## src/sv/rrcs_pkg.sv

```systemverilog
package rrcs_pkg;

  // Defaults for the top-level parameters
  localparam int MAX_JOBS_DEF  = 16;
  localparam int TIME_BITS_DEF = 16;

  // Fixed field widths
  localparam int REQ_W     = 2;
  localparam int SLOT_IN_W = 4;
  localparam int ARR_W     = 16;
  localparam int QUANT_W   = 16;
  localparam int PCNT_W    = 5;
  localparam int KIND_W    = 2;
  localparam int ID_W      = 5;
  localparam int CLK_W     = 21;
  localparam int SUM_W     = 25;
  localparam int CFG_IDX_W = 2;
  localparam int CFG_DAT_W = 16;

  // Configuration register indexes
  localparam logic [CFG_IDX_W-1:0] CFG_QUANTUM = 2'd0;
  localparam logic [CFG_IDX_W-1:0] CFG_COUNT   = 2'd1;

  typedef enum logic [REQ_W-1:0] {
    REQ_LOAD    = 2'd0,
    REQ_ADVANCE = 2'd1,
    REQ_RESTART = 2'd2
  } req_e;

  typedef enum logic [KIND_W-1:0] {
    KIND_JOB  = 2'd0,
    KIND_IDLE = 2'd1,
    KIND_DONE = 2'd2,
    KIND_ACK  = 2'd3
  } kind_e;

  typedef enum logic [3:0] {
    S_IDLE,
    S_DECODE,
    S_SCAN,
    S_RUN_LEN,
    S_RUN_COMMIT,
    S_TAT,
    S_WAIT,
    S_SUM,
    S_GAP,
    S_COPY,
    S_EMIT
  } state_t;

  // Controller -> datapath
  typedef struct packed {
    logic take;
    logic set_ack;
    logic load;
    logic copy_init;
    logic copy_step;
    logic scan_init;
    logic scan_step;
    logic run_len;
    logic run_commit;
    logic calc_tat;
    logic calc_wait;
    logic add_wait;
    logic gap_or_done;
    logic emit;
  } cmd_t;

  // Datapath -> controller
  typedef struct packed {
    req_e req;
    logic hit;
    logic sweep_end;
    logic from_zero;
    logic copy_done;
    logic finished;
  } sts_t;

endpackage

```

## src/sv/rrcs_ram.sv

```systemverilog
module rrcs_ram #(
  parameter int WIDTH = 16,
  parameter int DEPTH = 16,
  localparam int ADDR_W = $clog2(DEPTH)
) (
  input  logic              clk,
  input  logic              we,
  input  logic [ADDR_W-1:0] waddr,
  input  logic [WIDTH-1:0]  wdata,
  input  logic [ADDR_W-1:0] raddr,
  output logic [WIDTH-1:0]  rdata
);

  logic [WIDTH-1:0] mem [DEPTH];

  always_ff @(posedge clk) begin
    if (we) begin
      mem[waddr] <= wdata;
    end
    rdata <= mem[raddr];
  end

endmodule

```

## src/sv/rrcs_dp.sv

```systemverilog
module rrcs_dp #(
  parameter int MAX_JOBS  = rrcs_pkg::MAX_JOBS_DEF,
  parameter int TIME_BITS = rrcs_pkg::TIME_BITS_DEF
) (
  input  logic                            clk,
  input  logic                            rst,
  input  rrcs_pkg::cmd_t                  cmd,
  output rrcs_pkg::sts_t                  sts,
  input  logic [rrcs_pkg::REQ_W-1:0]      req_type,
  input  logic [rrcs_pkg::SLOT_IN_W-1:0]  process_slot,
  input  logic [rrcs_pkg::ARR_W-1:0]      arrival_time,
  input  logic [rrcs_pkg::ARR_W-1:0]      burst_time,
  input  logic                            cfg_we,
  input  logic [rrcs_pkg::CFG_IDX_W-1:0]  cfg_index,
  input  logic [rrcs_pkg::CFG_DAT_W-1:0]  cfg_data,
  output logic [rrcs_pkg::KIND_W-1:0]     slice_kind,
  output logic [rrcs_pkg::ID_W-1:0]       process_id,
  output logic [rrcs_pkg::CLK_W-1:0]      start_time,
  output logic [rrcs_pkg::CLK_W-1:0]      end_time,
  output logic                            job_finished,
  output logic [rrcs_pkg::CLK_W-1:0]      turnaround,
  output logic [rrcs_pkg::CLK_W-1:0]      waiting,
  output logic [rrcs_pkg::SUM_W-1:0]      total_turnaround,
  output logic [rrcs_pkg::SUM_W-1:0]      total_waiting
);
  import rrcs_pkg::*;

  localparam int SLOT_W = $clog2(MAX_JOBS);
  localparam int CNT_W  = $clog2(MAX_JOBS + 1);
  localparam int AW     = (TIME_BITS < ARR_W) ? TIME_BITS : ARR_W;
  localparam int PCW    = (CNT_W > PCNT_W) ? CNT_W : PCNT_W;
  localparam int SUM1_W = SUM_W + 1;

  // Latched item
  logic [REQ_W-1:0]     req_r;
  logic [SLOT_IN_W-1:0] slot_r;
  logic [ARR_W-1:0]     arr_r;
  logic [ARR_W-1:0]     bur_r;

  // Configuration
  logic [QUANT_W-1:0] quantum;
  logic [PCNT_W-1:0]  process_count;

  // Schedule state
  logic [CLK_W-1:0]  cur_time;
  logic [SLOT_W-1:0] scan_idx;
  logic [SUM_W-1:0]  tsum;
  logic [SUM_W-1:0]  wsum;

  // Sweep machinery
  logic [CNT_W-1:0]  ptr;
  logic              pipe_v;
  logic [SLOT_W-1:0] pipe_idx;
  logic              from_zero;
  logic              pending;
  logic [AW-1:0]     min_arr;

  // Selected job
  logic [SLOT_W-1:0] hit_idx;
  logic [AW-1:0]     hit_arr;
  logic [AW-1:0]     hit_bur;
  logic [AW-1:0]     hit_rem;
  logic [AW-1:0]     run_len;
  logic [AW-1:0]     rem_new;

  // Pending result
  logic [KIND_W-1:0] res_kind;
  logic [ID_W-1:0]   res_id;
  logic [CLK_W-1:0]  res_start;
  logic [CLK_W-1:0]  res_end;
  logic              res_fin;
  logic [CLK_W-1:0]  res_tat;
  logic [CLK_W-1:0]  res_wt;

  // Store ports
  logic [AW-1:0]     arr_rd;
  logic [AW-1:0]     bur_rd;
  logic [AW-1:0]     rem_rd;
  logic [SLOT_W-1:0] load_addr;
  logic              slot_ok;
  logic              rem_we;
  logic [SLOT_W-1:0] rem_waddr;
  logic [AW-1:0]     rem_wdata;

  logic [PCW-1:0]    pc_ext;
  logic [CNT_W-1:0]  cnt;
  logic              scan_lt;
  logic              issue;
  logic              copy_issue;
  logic              hit;
  logic              min_upd;
  logic [QUANT_W-1:0] q_eff;
  logic [AW-1:0]     run_sel;
  logic [CLK_W-1:0]  time_add;
  logic [CNT_W-1:0]  idx_next;
  logic [SUM1_W-1:0] tsum_add;
  logic [SUM1_W-1:0] wsum_add;

  assign pc_ext     = PCW'(process_count);
  assign cnt        = (pc_ext > PCW'(MAX_JOBS)) ? CNT_W'(MAX_JOBS) : CNT_W'(pc_ext);
  assign scan_lt    = CNT_W'(scan_idx) < cnt;
  assign issue      = ptr < cnt;
  assign copy_issue = ptr < CNT_W'(MAX_JOBS);
  assign hit        = pipe_v && (rem_rd != '0) && (CLK_W'(arr_rd) <= cur_time);
  assign min_upd    = cmd.scan_step && pipe_v && !hit && (rem_rd != '0) &&
                      (!pending || (arr_rd < min_arr));
  assign q_eff      = (quantum == '0) ? QUANT_W'(1) : quantum;
  assign run_sel    = (QUANT_W'(hit_rem) < q_eff) ? hit_rem : AW'(q_eff);
  assign time_add   = cur_time + CLK_W'(run_len);
  assign idx_next   = CNT_W'(hit_idx) + CNT_W'(1);
  assign tsum_add   = SUM1_W'(tsum) + SUM1_W'(res_tat);
  assign wsum_add   = SUM1_W'(wsum) + SUM1_W'(res_wt);

  assign load_addr  = SLOT_W'(process_slot_r_ext(slot_r));
  assign slot_ok    = int'(slot_r) < MAX_JOBS;

  function automatic logic [SLOT_IN_W+8-1:0] process_slot_r_ext(
    input logic [SLOT_IN_W-1:0] s);
    return (SLOT_IN_W+8)'(s);
  endfunction

  assign rem_we    = (cmd.load && slot_ok) || (cmd.copy_step && pipe_v) || cmd.run_commit;
  assign rem_waddr = cmd.run_commit ? hit_idx : (cmd.copy_step ? pipe_idx : load_addr);
  assign rem_wdata = cmd.run_commit ? rem_new : (cmd.copy_step ? bur_rd : AW'(bur_r));

  assign sts.req       = req_e'(req_r);
  assign sts.hit       = hit;
  assign sts.sweep_end = !issue && !pipe_v;
  assign sts.from_zero = from_zero;
  assign sts.copy_done = !copy_issue && !pipe_v;
  assign sts.finished  = (rem_new == '0);

  rrcs_ram #(.WIDTH(AW), .DEPTH(MAX_JOBS)) u_arr_ram (
    .clk   (clk),
    .we    (cmd.load && slot_ok),
    .waddr (load_addr),
    .wdata (AW'(arr_r)),
    .raddr (ptr[SLOT_W-1:0]),
    .rdata (arr_rd)
  );

  rrcs_ram #(.WIDTH(AW), .DEPTH(MAX_JOBS)) u_bur_ram (
    .clk   (clk),
    .we    (cmd.load && slot_ok),
    .waddr (load_addr),
    .wdata (AW'(bur_r)),
    .raddr (ptr[SLOT_W-1:0]),
    .rdata (bur_rd)
  );

  rrcs_ram #(.WIDTH(AW), .DEPTH(MAX_JOBS)) u_rem_ram (
    .clk   (clk),
    .we    (rem_we),
    .waddr (rem_waddr),
    .wdata (rem_wdata),
    .raddr (ptr[SLOT_W-1:0]),
    .rdata (rem_rd)
  );

  // Configuration registers
  always_ff @(posedge clk) begin
    if (rst) begin
      quantum       <= QUANT_W'(1);
      process_count <= PCNT_W'(1);
    end else if (cfg_we) begin
      case (cfg_index)
        CFG_QUANTUM: quantum <= cfg_data[QUANT_W-1:0];
        CFG_COUNT:   process_count <= cfg_data[PCNT_W-1:0];
        default: ;
      endcase
    end
  end

  // Control and schedule state
  always_ff @(posedge clk) begin
    if (rst) begin
      cur_time  <= '0;
      scan_idx  <= '0;
      tsum      <= '0;
      wsum      <= '0;
      ptr       <= '0;
      pipe_v    <= 1'b0;
      from_zero <= 1'b0;
      pending   <= 1'b0;
    end else begin
      if (cmd.copy_init) begin
        cur_time <= '0;
        scan_idx <= '0;
        tsum     <= '0;
        wsum     <= '0;
        ptr      <= '0;
        pipe_v   <= 1'b0;
      end
      if (cmd.copy_step) begin
        pipe_v <= copy_issue;
        if (copy_issue) begin
          ptr <= ptr + CNT_W'(1);
        end
      end
      if (cmd.scan_init) begin
        pipe_v  <= 1'b0;
        pending <= 1'b0;
        if (scan_lt) begin
          ptr       <= CNT_W'(scan_idx);
          from_zero <= (scan_idx == '0);
        end else begin
          ptr       <= '0;
          from_zero <= 1'b1;
          scan_idx  <= '0;
        end
      end
      if (cmd.scan_step) begin
        if (!issue && !pipe_v && !from_zero) begin
          // tail of the sweep found nothing: go again from slot 0
          ptr       <= '0;
          from_zero <= 1'b1;
          pending   <= 1'b0;
          scan_idx  <= '0;
        end else begin
          pipe_v <= issue;
          if (issue) begin
            ptr <= ptr + CNT_W'(1);
          end
          if (min_upd) begin
            pending <= 1'b1;
          end
        end
      end
      if (cmd.run_len) begin
        scan_idx <= (idx_next >= cnt) ? '0 : SLOT_W'(idx_next);
      end
      if (cmd.run_commit) begin
        cur_time <= time_add;
      end
      if (cmd.gap_or_done && pending) begin
        cur_time <= CLK_W'(min_arr);
      end
      if (cmd.calc_wait) begin
        tsum <= tsum_add[SUM_W] ? '1 : tsum_add[SUM_W-1:0];
      end
      if (cmd.add_wait) begin
        wsum <= wsum_add[SUM_W] ? '1 : wsum_add[SUM_W-1:0];
      end
    end
  end

  // Payload registers
  always_ff @(posedge clk) begin
    if (cmd.take) begin
      req_r  <= req_type;
      slot_r <= process_slot;
      arr_r  <= arrival_time;
      bur_r  <= burst_time;
    end
    if (cmd.copy_step || cmd.scan_step) begin
      pipe_idx <= ptr[SLOT_W-1:0];
    end
    if (min_upd) begin
      min_arr <= arr_rd;
    end
    if (cmd.scan_step && hit) begin
      hit_idx <= pipe_idx;
      hit_arr <= arr_rd;
      hit_bur <= bur_rd;
      hit_rem <= rem_rd;
    end
    if (cmd.run_len) begin
      run_len <= run_sel;
      rem_new <= hit_rem - run_sel;
    end
    if (cmd.set_ack) begin
      res_kind  <= KIND_ACK;
      res_id    <= '0;
      res_start <= '0;
      res_end   <= '0;
      res_fin   <= 1'b0;
      res_tat   <= '0;
      res_wt    <= '0;
    end
    if (cmd.run_commit) begin
      res_kind  <= KIND_JOB;
      res_id    <= ID_W'(idx_next);
      res_start <= cur_time;
      res_end   <= time_add;
      res_fin   <= (rem_new == '0);
      res_tat   <= '0;
      res_wt    <= '0;
    end
    if (cmd.calc_tat) begin
      res_tat <= cur_time - CLK_W'(hit_arr);
    end
    if (cmd.calc_wait) begin
      res_wt <= (res_tat >= CLK_W'(hit_bur)) ? (res_tat - CLK_W'(hit_bur)) : '0;
    end
    if (cmd.gap_or_done) begin
      res_kind  <= pending ? KIND_IDLE : KIND_DONE;
      res_id    <= '0;
      res_start <= cur_time;
      res_end   <= pending ? CLK_W'(min_arr) : cur_time;
      res_fin   <= 1'b0;
      res_tat   <= '0;
      res_wt    <= '0;
    end
    if (cmd.emit) begin
      slice_kind       <= res_kind;
      process_id       <= res_id;
      start_time       <= res_start;
      end_time         <= res_end;
      job_finished     <= res_fin;
      turnaround       <= res_tat;
      waiting          <= res_wt;
      total_turnaround <= (res_kind == KIND_ACK) ? '0 : tsum;
      total_waiting    <= (res_kind == KIND_ACK) ? '0 : wsum;
    end
  end

endmodule

```

## src/sv/rrcs_ctrl.sv

```systemverilog
module rrcs_ctrl (
  input  logic           clk,
  input  logic           rst,
  input  logic           in_valid,
  output logic           in_ready,
  output logic           out_valid,
  input  logic           out_ready,
  input  rrcs_pkg::sts_t sts,
  output rrcs_pkg::cmd_t cmd
);
  import rrcs_pkg::*;

  state_t state;
  state_t state_next;

  always_ff @(posedge clk) begin
    if (rst) begin
      state     <= S_IDLE;
      out_valid <= 1'b0;
    end else begin
      state <= state_next;
      if (cmd.emit) begin
        out_valid <= 1'b1;
      end else if (out_ready) begin
        out_valid <= 1'b0;
      end
    end
  end

  assign in_ready = (state == S_IDLE);

  always_comb begin
    state_next = state;
    cmd        = '0;
    case (state)
      S_IDLE: begin
        if (in_valid) begin
          cmd.take   = 1'b1;
          state_next = S_DECODE;
        end
      end
      S_DECODE: begin
        case (sts.req)
          REQ_LOAD: begin
            cmd.load    = 1'b1;
            cmd.set_ack = 1'b1;
            state_next  = S_EMIT;
          end
          REQ_ADVANCE: begin
            cmd.scan_init = 1'b1;
            state_next    = S_SCAN;
          end
          REQ_RESTART: begin
            cmd.copy_init = 1'b1;
            cmd.set_ack   = 1'b1;
            state_next    = S_COPY;
          end
          default: begin
            cmd.set_ack = 1'b1;
            state_next  = S_EMIT;
          end
        endcase
      end
      S_SCAN: begin
        cmd.scan_step = 1'b1;
        if (sts.hit) begin
          state_next = S_RUN_LEN;
        end else if (sts.sweep_end && sts.from_zero) begin
          state_next = S_GAP;
        end
      end
      S_RUN_LEN: begin
        cmd.run_len = 1'b1;
        state_next  = S_RUN_COMMIT;
      end
      S_RUN_COMMIT: begin
        cmd.run_commit = 1'b1;
        state_next     = sts.finished ? S_TAT : S_EMIT;
      end
      S_TAT: begin
        cmd.calc_tat = 1'b1;
        state_next   = S_WAIT;
      end
      S_WAIT: begin
        cmd.calc_wait = 1'b1;
        state_next    = S_SUM;
      end
      S_SUM: begin
        cmd.add_wait = 1'b1;
        state_next   = S_EMIT;
      end
      S_GAP: begin
        cmd.gap_or_done = 1'b1;
        state_next      = S_EMIT;
      end
      S_COPY: begin
        cmd.copy_step = 1'b1;
        if (sts.copy_done) begin
          state_next = S_EMIT;
        end
      end
      S_EMIT: begin
        if (!out_valid || out_ready) begin
          cmd.emit   = 1'b1;
          state_next = S_IDLE;
        end
      end
      default: begin
        state_next = S_IDLE;
      end
    endcase
  end

endmodule

```

## src/sv/round_robin_cpu_scheduler_unit.sv

```systemverilog
// Round-robin CPU schedule engine with a time quantum. Each input item is a
// load (store a job's arrival and burst in a slot), an advance (produce one
// Gantt slice) or a restart (rewind the clock and totals, reload every slot's
// remaining time from its burst); every item yields exactly one result item.
// One item is worked at a time. A load or unknown request goes from decode
// straight to the result register. An advance reads one job slot per cycle
// from the slot stores, starting at the saved sweep position: a job found in
// the sweep gives its slice after the run-length and commit steps (plus
// steps for turnaround, waiting and the two running totals when the job
// completes); when the tail of a sweep finds nothing a second sweep from
// slot 0 follows. A restart walks all MAX_JOBS slots copying burst into
// remaining. The result sits in an output register, so the next item can be
// taken while it waits. Configuration writes are always taken, but are meant
// for idle time.
module round_robin_cpu_scheduler_unit #(
  parameter int MAX_JOBS  = rrcs_pkg::MAX_JOBS_DEF,
  parameter int TIME_BITS = rrcs_pkg::TIME_BITS_DEF
) (
  input  logic                            clk,
  input  logic                            rst,
  // request channel
  input  logic                            in_valid,
  output logic                            in_ready,
  input  logic [rrcs_pkg::REQ_W-1:0]      req_type,
  input  logic [rrcs_pkg::SLOT_IN_W-1:0]  process_slot,
  input  logic [rrcs_pkg::ARR_W-1:0]      arrival_time,
  input  logic [rrcs_pkg::ARR_W-1:0]      burst_time,
  // result channel
  output logic                            out_valid,
  input  logic                            out_ready,
  output logic [rrcs_pkg::KIND_W-1:0]     slice_kind,
  output logic [rrcs_pkg::ID_W-1:0]       process_id,
  output logic [rrcs_pkg::CLK_W-1:0]      start_time,
  output logic [rrcs_pkg::CLK_W-1:0]      end_time,
  output logic                            job_finished,
  output logic [rrcs_pkg::CLK_W-1:0]      turnaround,
  output logic [rrcs_pkg::CLK_W-1:0]      waiting,
  output logic [rrcs_pkg::SUM_W-1:0]      total_turnaround,
  output logic [rrcs_pkg::SUM_W-1:0]      total_waiting,
  // configuration write channel
  input  logic                            cfg_valid,
  output logic                            cfg_ready,
  input  logic [rrcs_pkg::CFG_IDX_W-1:0]  cfg_index,
  input  logic [rrcs_pkg::CFG_DAT_W-1:0]  cfg_data
);
  import rrcs_pkg::*;

  cmd_t cmd;
  sts_t sts;

  // registers accept a write every cycle
  assign cfg_ready = 1'b1;

  // sequencer: one state per step of an item
  rrcs_ctrl u_ctrl (
    .clk       (clk),
    .rst       (rst),
    .in_valid  (in_valid),
    .in_ready  (in_ready),
    .out_valid (out_valid),
    .out_ready (out_ready),
    .sts       (sts),
    .cmd       (cmd)
  );

  // slot stores, clock, sweep pointer, totals and the result register
  rrcs_dp #(
    .MAX_JOBS  (MAX_JOBS),
    .TIME_BITS (TIME_BITS)
  ) u_dp (
    .clk              (clk),
    .rst              (rst),
    .cmd              (cmd),
    .sts              (sts),
    .req_type         (req_type),
    .process_slot     (process_slot),
    .arrival_time     (arrival_time),
    .burst_time       (burst_time),
    .cfg_we           (cfg_valid && cfg_ready),
    .cfg_index        (cfg_index),
    .cfg_data         (cfg_data),
    .slice_kind       (slice_kind),
    .process_id       (process_id),
    .start_time       (start_time),
    .end_time         (end_time),
    .job_finished     (job_finished),
    .turnaround       (turnaround),
    .waiting          (waiting),
    .total_turnaround (total_turnaround),
    .total_waiting    (total_waiting)
  );

  // an accepted item keeps the request side closed until its result is built
  a_one_at_a_time: assert property (@(posedge clk) disable iff (rst)
    in_valid && in_ready |=> !in_ready)
    else $error("request taken while an item is in work");

  // acks carry nothing but their kind
  a_ack_clean: assert property (@(posedge clk) disable iff (rst)
    out_valid && (slice_kind == KIND_ACK) |->
      (process_id == '0) && (total_turnaround == '0) && (total_waiting == '0))
    else $error("ack item with nonzero fields");

  // only a job slice can finish a job, and waiting never exceeds turnaround
  a_finish_job: assert property (@(posedge clk) disable iff (rst)
    out_valid && job_finished |->
      (slice_kind == KIND_JOB) && (process_id != '0) && (waiting <= turnaround))
    else $error("bad finishing slice");

  // a done item reports one point in time
  a_done_time: assert property (@(posedge clk) disable iff (rst)
    out_valid && (slice_kind == KIND_DONE) |-> (start_time == end_time))
    else $error("done item with a time span");

endmodule

```

## config.mk

```make
export PLATFORM = sky130hd
export DESIGN_NAME = round_robin_cpu_scheduler_unit
export DESIGN_NICKNAME = d
export VERILOG_FILES = /design/src/sv/rrcs_pkg.sv /design/src/sv/rrcs_ram.sv /design/src/sv/rrcs_dp.sv /design/src/sv/rrcs_ctrl.sv /design/src/sv/round_robin_cpu_scheduler_unit.sv
export SDC_FILE = /design/constraint.sdc
export NUM_CORES = 2
export LEC_CHECK = 0
export BUFFER_PORTS_ARGS = -buffer_cell sky130_fd_sc_hd__buf_2
export CAP_MARGIN = 10
export CORE_ASPECT_RATIO = 1.5
export CORE_UTILIZATION = 50
export CTS_BUF_LIST = sky130_fd_sc_hd__clkbuf_4 sky130_fd_sc_hd__clkbuf_8 sky130_fd_sc_hd__clkbuf_16
export DETAILED_ROUTE_END_ITERATION = 12
export PLACE_DENSITY = 0.71
export REMOVE_ABC_BUFFERS = 1
export SYNTH_ARGS = -nofsm -noshare
export SYNTH_HDL_FRONTEND = slang
export SYNTH_SLANG_ARGS = --single-unit
```

## constraint.sdc

```tcl
create_clock -name clk -period 12 [get_ports clk]
set_input_delay 1.2 -clock clk [delete_from_list [all_inputs] [get_ports clk]]
set_output_delay 1.2 -clock clk [all_outputs]
set_load 0.01 [all_outputs]
```

==> results.toml <==
[yosys]
synth-seq-cells = 1301
yosysWarnings = 0
synthTopCellsByArea = "edfxtp_1 61%, dfxtp_1 7.5%, mux4_2 4.0%, ha_1 3.6%, mux2i_1 2.8%"
synth_enable_flop_cells = 1096
netlist-cell-type-count = 89
async_flop_share_pct = 0
syn_area_um2 = 54380
synth.avg_cell_area_um2 = 14.41
netlist_instances = 3774
synth_area_leader_cell = "edfxtp_1"
yosysSeqAreaShare_pct = 68.06
yosysTopAreaCellShare_pct = 60.52
synth_flop_cell = "edfxtp_1"

[clock_network]
cts-htree-levels = 3
post_cts_buffers = 0
max-clock-path-buffers = 3
clk_latency_ns = 0.74
cts_resized = 0
cts_hold_buffers = 0
cts_tree = "yes"
path_clk_slew_ns = 0.07
clock-root-buffer = "clkbuf_16"
cts.sinks = 1301
cts_made_buffers = 112

[hold_path]
min_path_type = "reg2reg"

[worst_setup_path]
crit_required_ns = 12.54
crit_path_end = "u_dp.rem_new[15]"
r2r-end = "u_dp.rem_new[15]"
cp.arrival_ns = 6.22
r2r_slack_ns = 6.32
path_depth = 21
cp_num_buf_inv = 2
cpMaxStageDelayCell = "dfxtp_1"
critPathLaunchType = "flip-flop"
crit_path_frequent_cell = "a21oi_1"
cp_max_fo = 43
rr_startpoint = "u_dp.quantum[5]"
cp_top_family = "compound AO/OA/AOI/OAI gates"
path_class = "reg2reg"
setup.worst_path.start = "u_dp.quantum[5]"
max_stage_delay_ns = 0.52
cp_cell_sequence = "inv_1 -> ha_1 -> a21oi_1 -> o21ai_0 -> a221o_1 -> nor2_1 -> and2_1 -> buf_4 -> nor2_1 -> a21oi_1 -> ha_1 -> nor2b_1 -> o21a_1 -> o41ai_1 -> a41oi_1 -> a41o_1 -> maj3_1 -> a21oi_1 -> o21bai_1 -> o2111a_1 -> a211oi_1"
rr_worst_depth = 21
end_kind = "flip-flop"

[global_route]
grt_pass1_wl_mm = 204.2
antenna_found_initial = 4
grt.overflow.total = 0
groute.usage.overall_pct = 25.10
grt_max_degree = 126
first_global_vias = 32640

[sta]
clock_skew_ns = 0.03061
period_needed_ns = 5.682
whs_ns = 0.4134
final-setup-viol-count = 0
slew_headroom_pct = 19.09
setup-tns-final_ns = 0
hold_violations = 0
fin_ws_ns = 6.318
min_period_over_period_pct = 47.35
maxSlewViolCount = 0
rsz0062_at_grt = "no"
max_freq_ghz = 0.1760
worst_slew_pin_slew_ns = 1.201

[placement]
place_ws_ns = 6.379
gp_congestion = 0.9670
port_buffers = 204
hpwl_mm = 89.79

[die]
die_w_um = 271.3
ios = 206
fp-row-count = 147
initial_utilization_pct = 50.63
die_h_um = 405.9
core-area_um2 = 107400
die-area_um2 = 110100

[run]
drv_cap = 0

[pwr]
power_density_nw_per_um2 = 187.3
p_total_w = 0.01147
total_leakage_power_nw = 21.31
vdd_drop_max_mv = 0.1320

[outcome]
status = "finished, final reports clean"

[finish]
nets = 4226
num-fill-cells = 8422
area_delta_synth_final_pct = 12.64
drive_gt1_share_pct = 16.62

[detailed_routing]
viasPerCell = 5.975
drc = 0
drt-total-wl_mm = 138.7
wl_per_cell_um = 25.16
dr.pass1.iters = 8
drt_first_iter_violations = 3379
via_count = 32950
ant_nets = 0
-- Yosys cell counts (50+ instances only) --
cell and number:
and2_1 61, inv_1 128, nand2_1 282, dfxtp_1 205, ha_1 158, clkbuf_1 132
a21oi_1 216, mux2i_1 154, xnor2_1 53, nor2_1 175, mux4_2 96, a22oi_1 98
edfxtp_1 1096, a221oi_1 50, o21ai_0 175, nand3_1 54
-- cell type report --
cell class                 count  area, um2  area share (%)
sequential                  1301      37030           60.44
timing repair buffer         281       1614           2.635
antenna                        2      5.005        0.008170
clock inverter                65      830.8           1.356
tap                         1415       1770           2.890
inverter                     134      503.0          0.8211
multi-input combinational   2171      16390           26.76
clock buffer                 145       3118           5.090
-- routing by layer --
layer  share of wire [%]  track usage (%)  up-vias
met5               0.010                0        -
met4                 6.1            14.69        2
met3                 5.9            3.263      334
met2                  52            45.23     1275
met1                  36            28.44    16350
li1                    -                -    14980
-- cell families (layout without fill, tap and decap cells) --
| logic type | count (synthesis) | count (layout) | synth area share [%] |
|---|---|---|---|
| flops | 1301 | 1301 | 68.06 |
| compound gates | 839 | 839 | 9.983 |
| simple gates | 780 | 780 | 6.750 |
| buf+inv | 302 | 625 | 2.098 |
| mux | 298 | 298 | 7.804 |
| fa+ha+maj | 167 | 167 | 3.911 |
| xor+xnor | 86 | 86 | 1.385 |
| other cells | 1 | 3 | 0.006895 |
-- worst reg2reg max path, stage by stage, from the launching register on --
cell	delay, ns
dfxtp_1	0.52
inv_1	0.18
ha_1	0.32
a21oi_1	0.16
o21ai_0	0.12
a221o_1	0.34
nor2_1	0.28
and2_1	0.28
buf_4	0.43
nor2_1	0.08
a21oi_1	0.21
ha_1	0.34
nor2b_1	0.18
o21a_1	0.15
o41ai_1	0.33
a41oi_1	0.16
a41o_1	0.23
maj3_1	0.41
a21oi_1	0.24
o21bai_1	0.13
o2111a_1	0.24
a211oi_1	0.18
-- stage by stage --
| stage | util, % | std cells | area, um2 |
|---|---|---|---|
| detailed placement | 53.35 | 5302 | 57310 |
| finish | 57.03 | 5514 | 61260 |
| CTS | 57.03 | 5512 | 61260 |
| floorplan | - | 3606 | 53750 |
| global route | 57.03 | 5512 | 61260 |
| global placement | 53.35 | 5302 | 57310 |
-- flip-flops by register name (all words and copies together) (netlist names), 21 cells and up --
signal,cells
u_dp.res_end,21
u_dp.total_turnaround,25
u_dp.turnaround,21
u_dp.start_time,21
u_dp.waiting,21
u_dp.wsum,25
u_dp.end_time,21
u_dp.res_start,21
u_dp.total_waiting,25
u_dp.u_rem_ram.mem,256
u_dp.res_tat,21
u_dp.res_wt,21
u_dp.cur_time,21
u_dp.tsum,25
u_dp.u_bur_ram.mem,256
u_dp.u_arr_ram.mem,256
-- placed cells by master, fill, tap and decap left out, drive strengths merged, types with 31 or more instances in the layout --
master	Yosys	final
a21o	45	45
xor2	33	33
and2	61	61
clkinv	0	43
edfxtp	1096	1096
mux2	48	48
a311oi	31	31
nand2b	31	31
dfxtp	205	205
ha	158	158
nor2	176	176
clkbuf	132	145
a221oi	50	50
nand2	282	282
mux4	96	96
xnor2	53	53
a22oi	98	98
o21ai	220	220
a21oi	216	216
inv	134	138
nand3	54	54
buf	36	281
mux2i	154	154
nor3	45	45
-- where the power goes --
group	total, W	switching (W)	internal [W]
logic	0.00179	0.00110	0.000688
clock network	0.00384	0.00164	0.00219
registers	0.00585	0.000388	0.00546
-- how the worst min path moves through the flow --
stage                                  start                  end  depth (start not counted)
after floorplan              u_dp.res_end[0]     u_dp.end_time[0]                          0
after global placement      u_dp.res_end[19]    u_dp.end_time[19]                          0
after detailed placement     u_dp.res_end[4]     u_dp.end_time[4]                          0
after CTS                    u_dp.res_end[4]     u_dp.end_time[4]                          0
after global routing      u_dp.res_start[20]  u_dp.start_time[20]                          0
final                     u_dp.res_start[20]  u_dp.start_time[20]                          0
(Power assumes the default switching activity.)
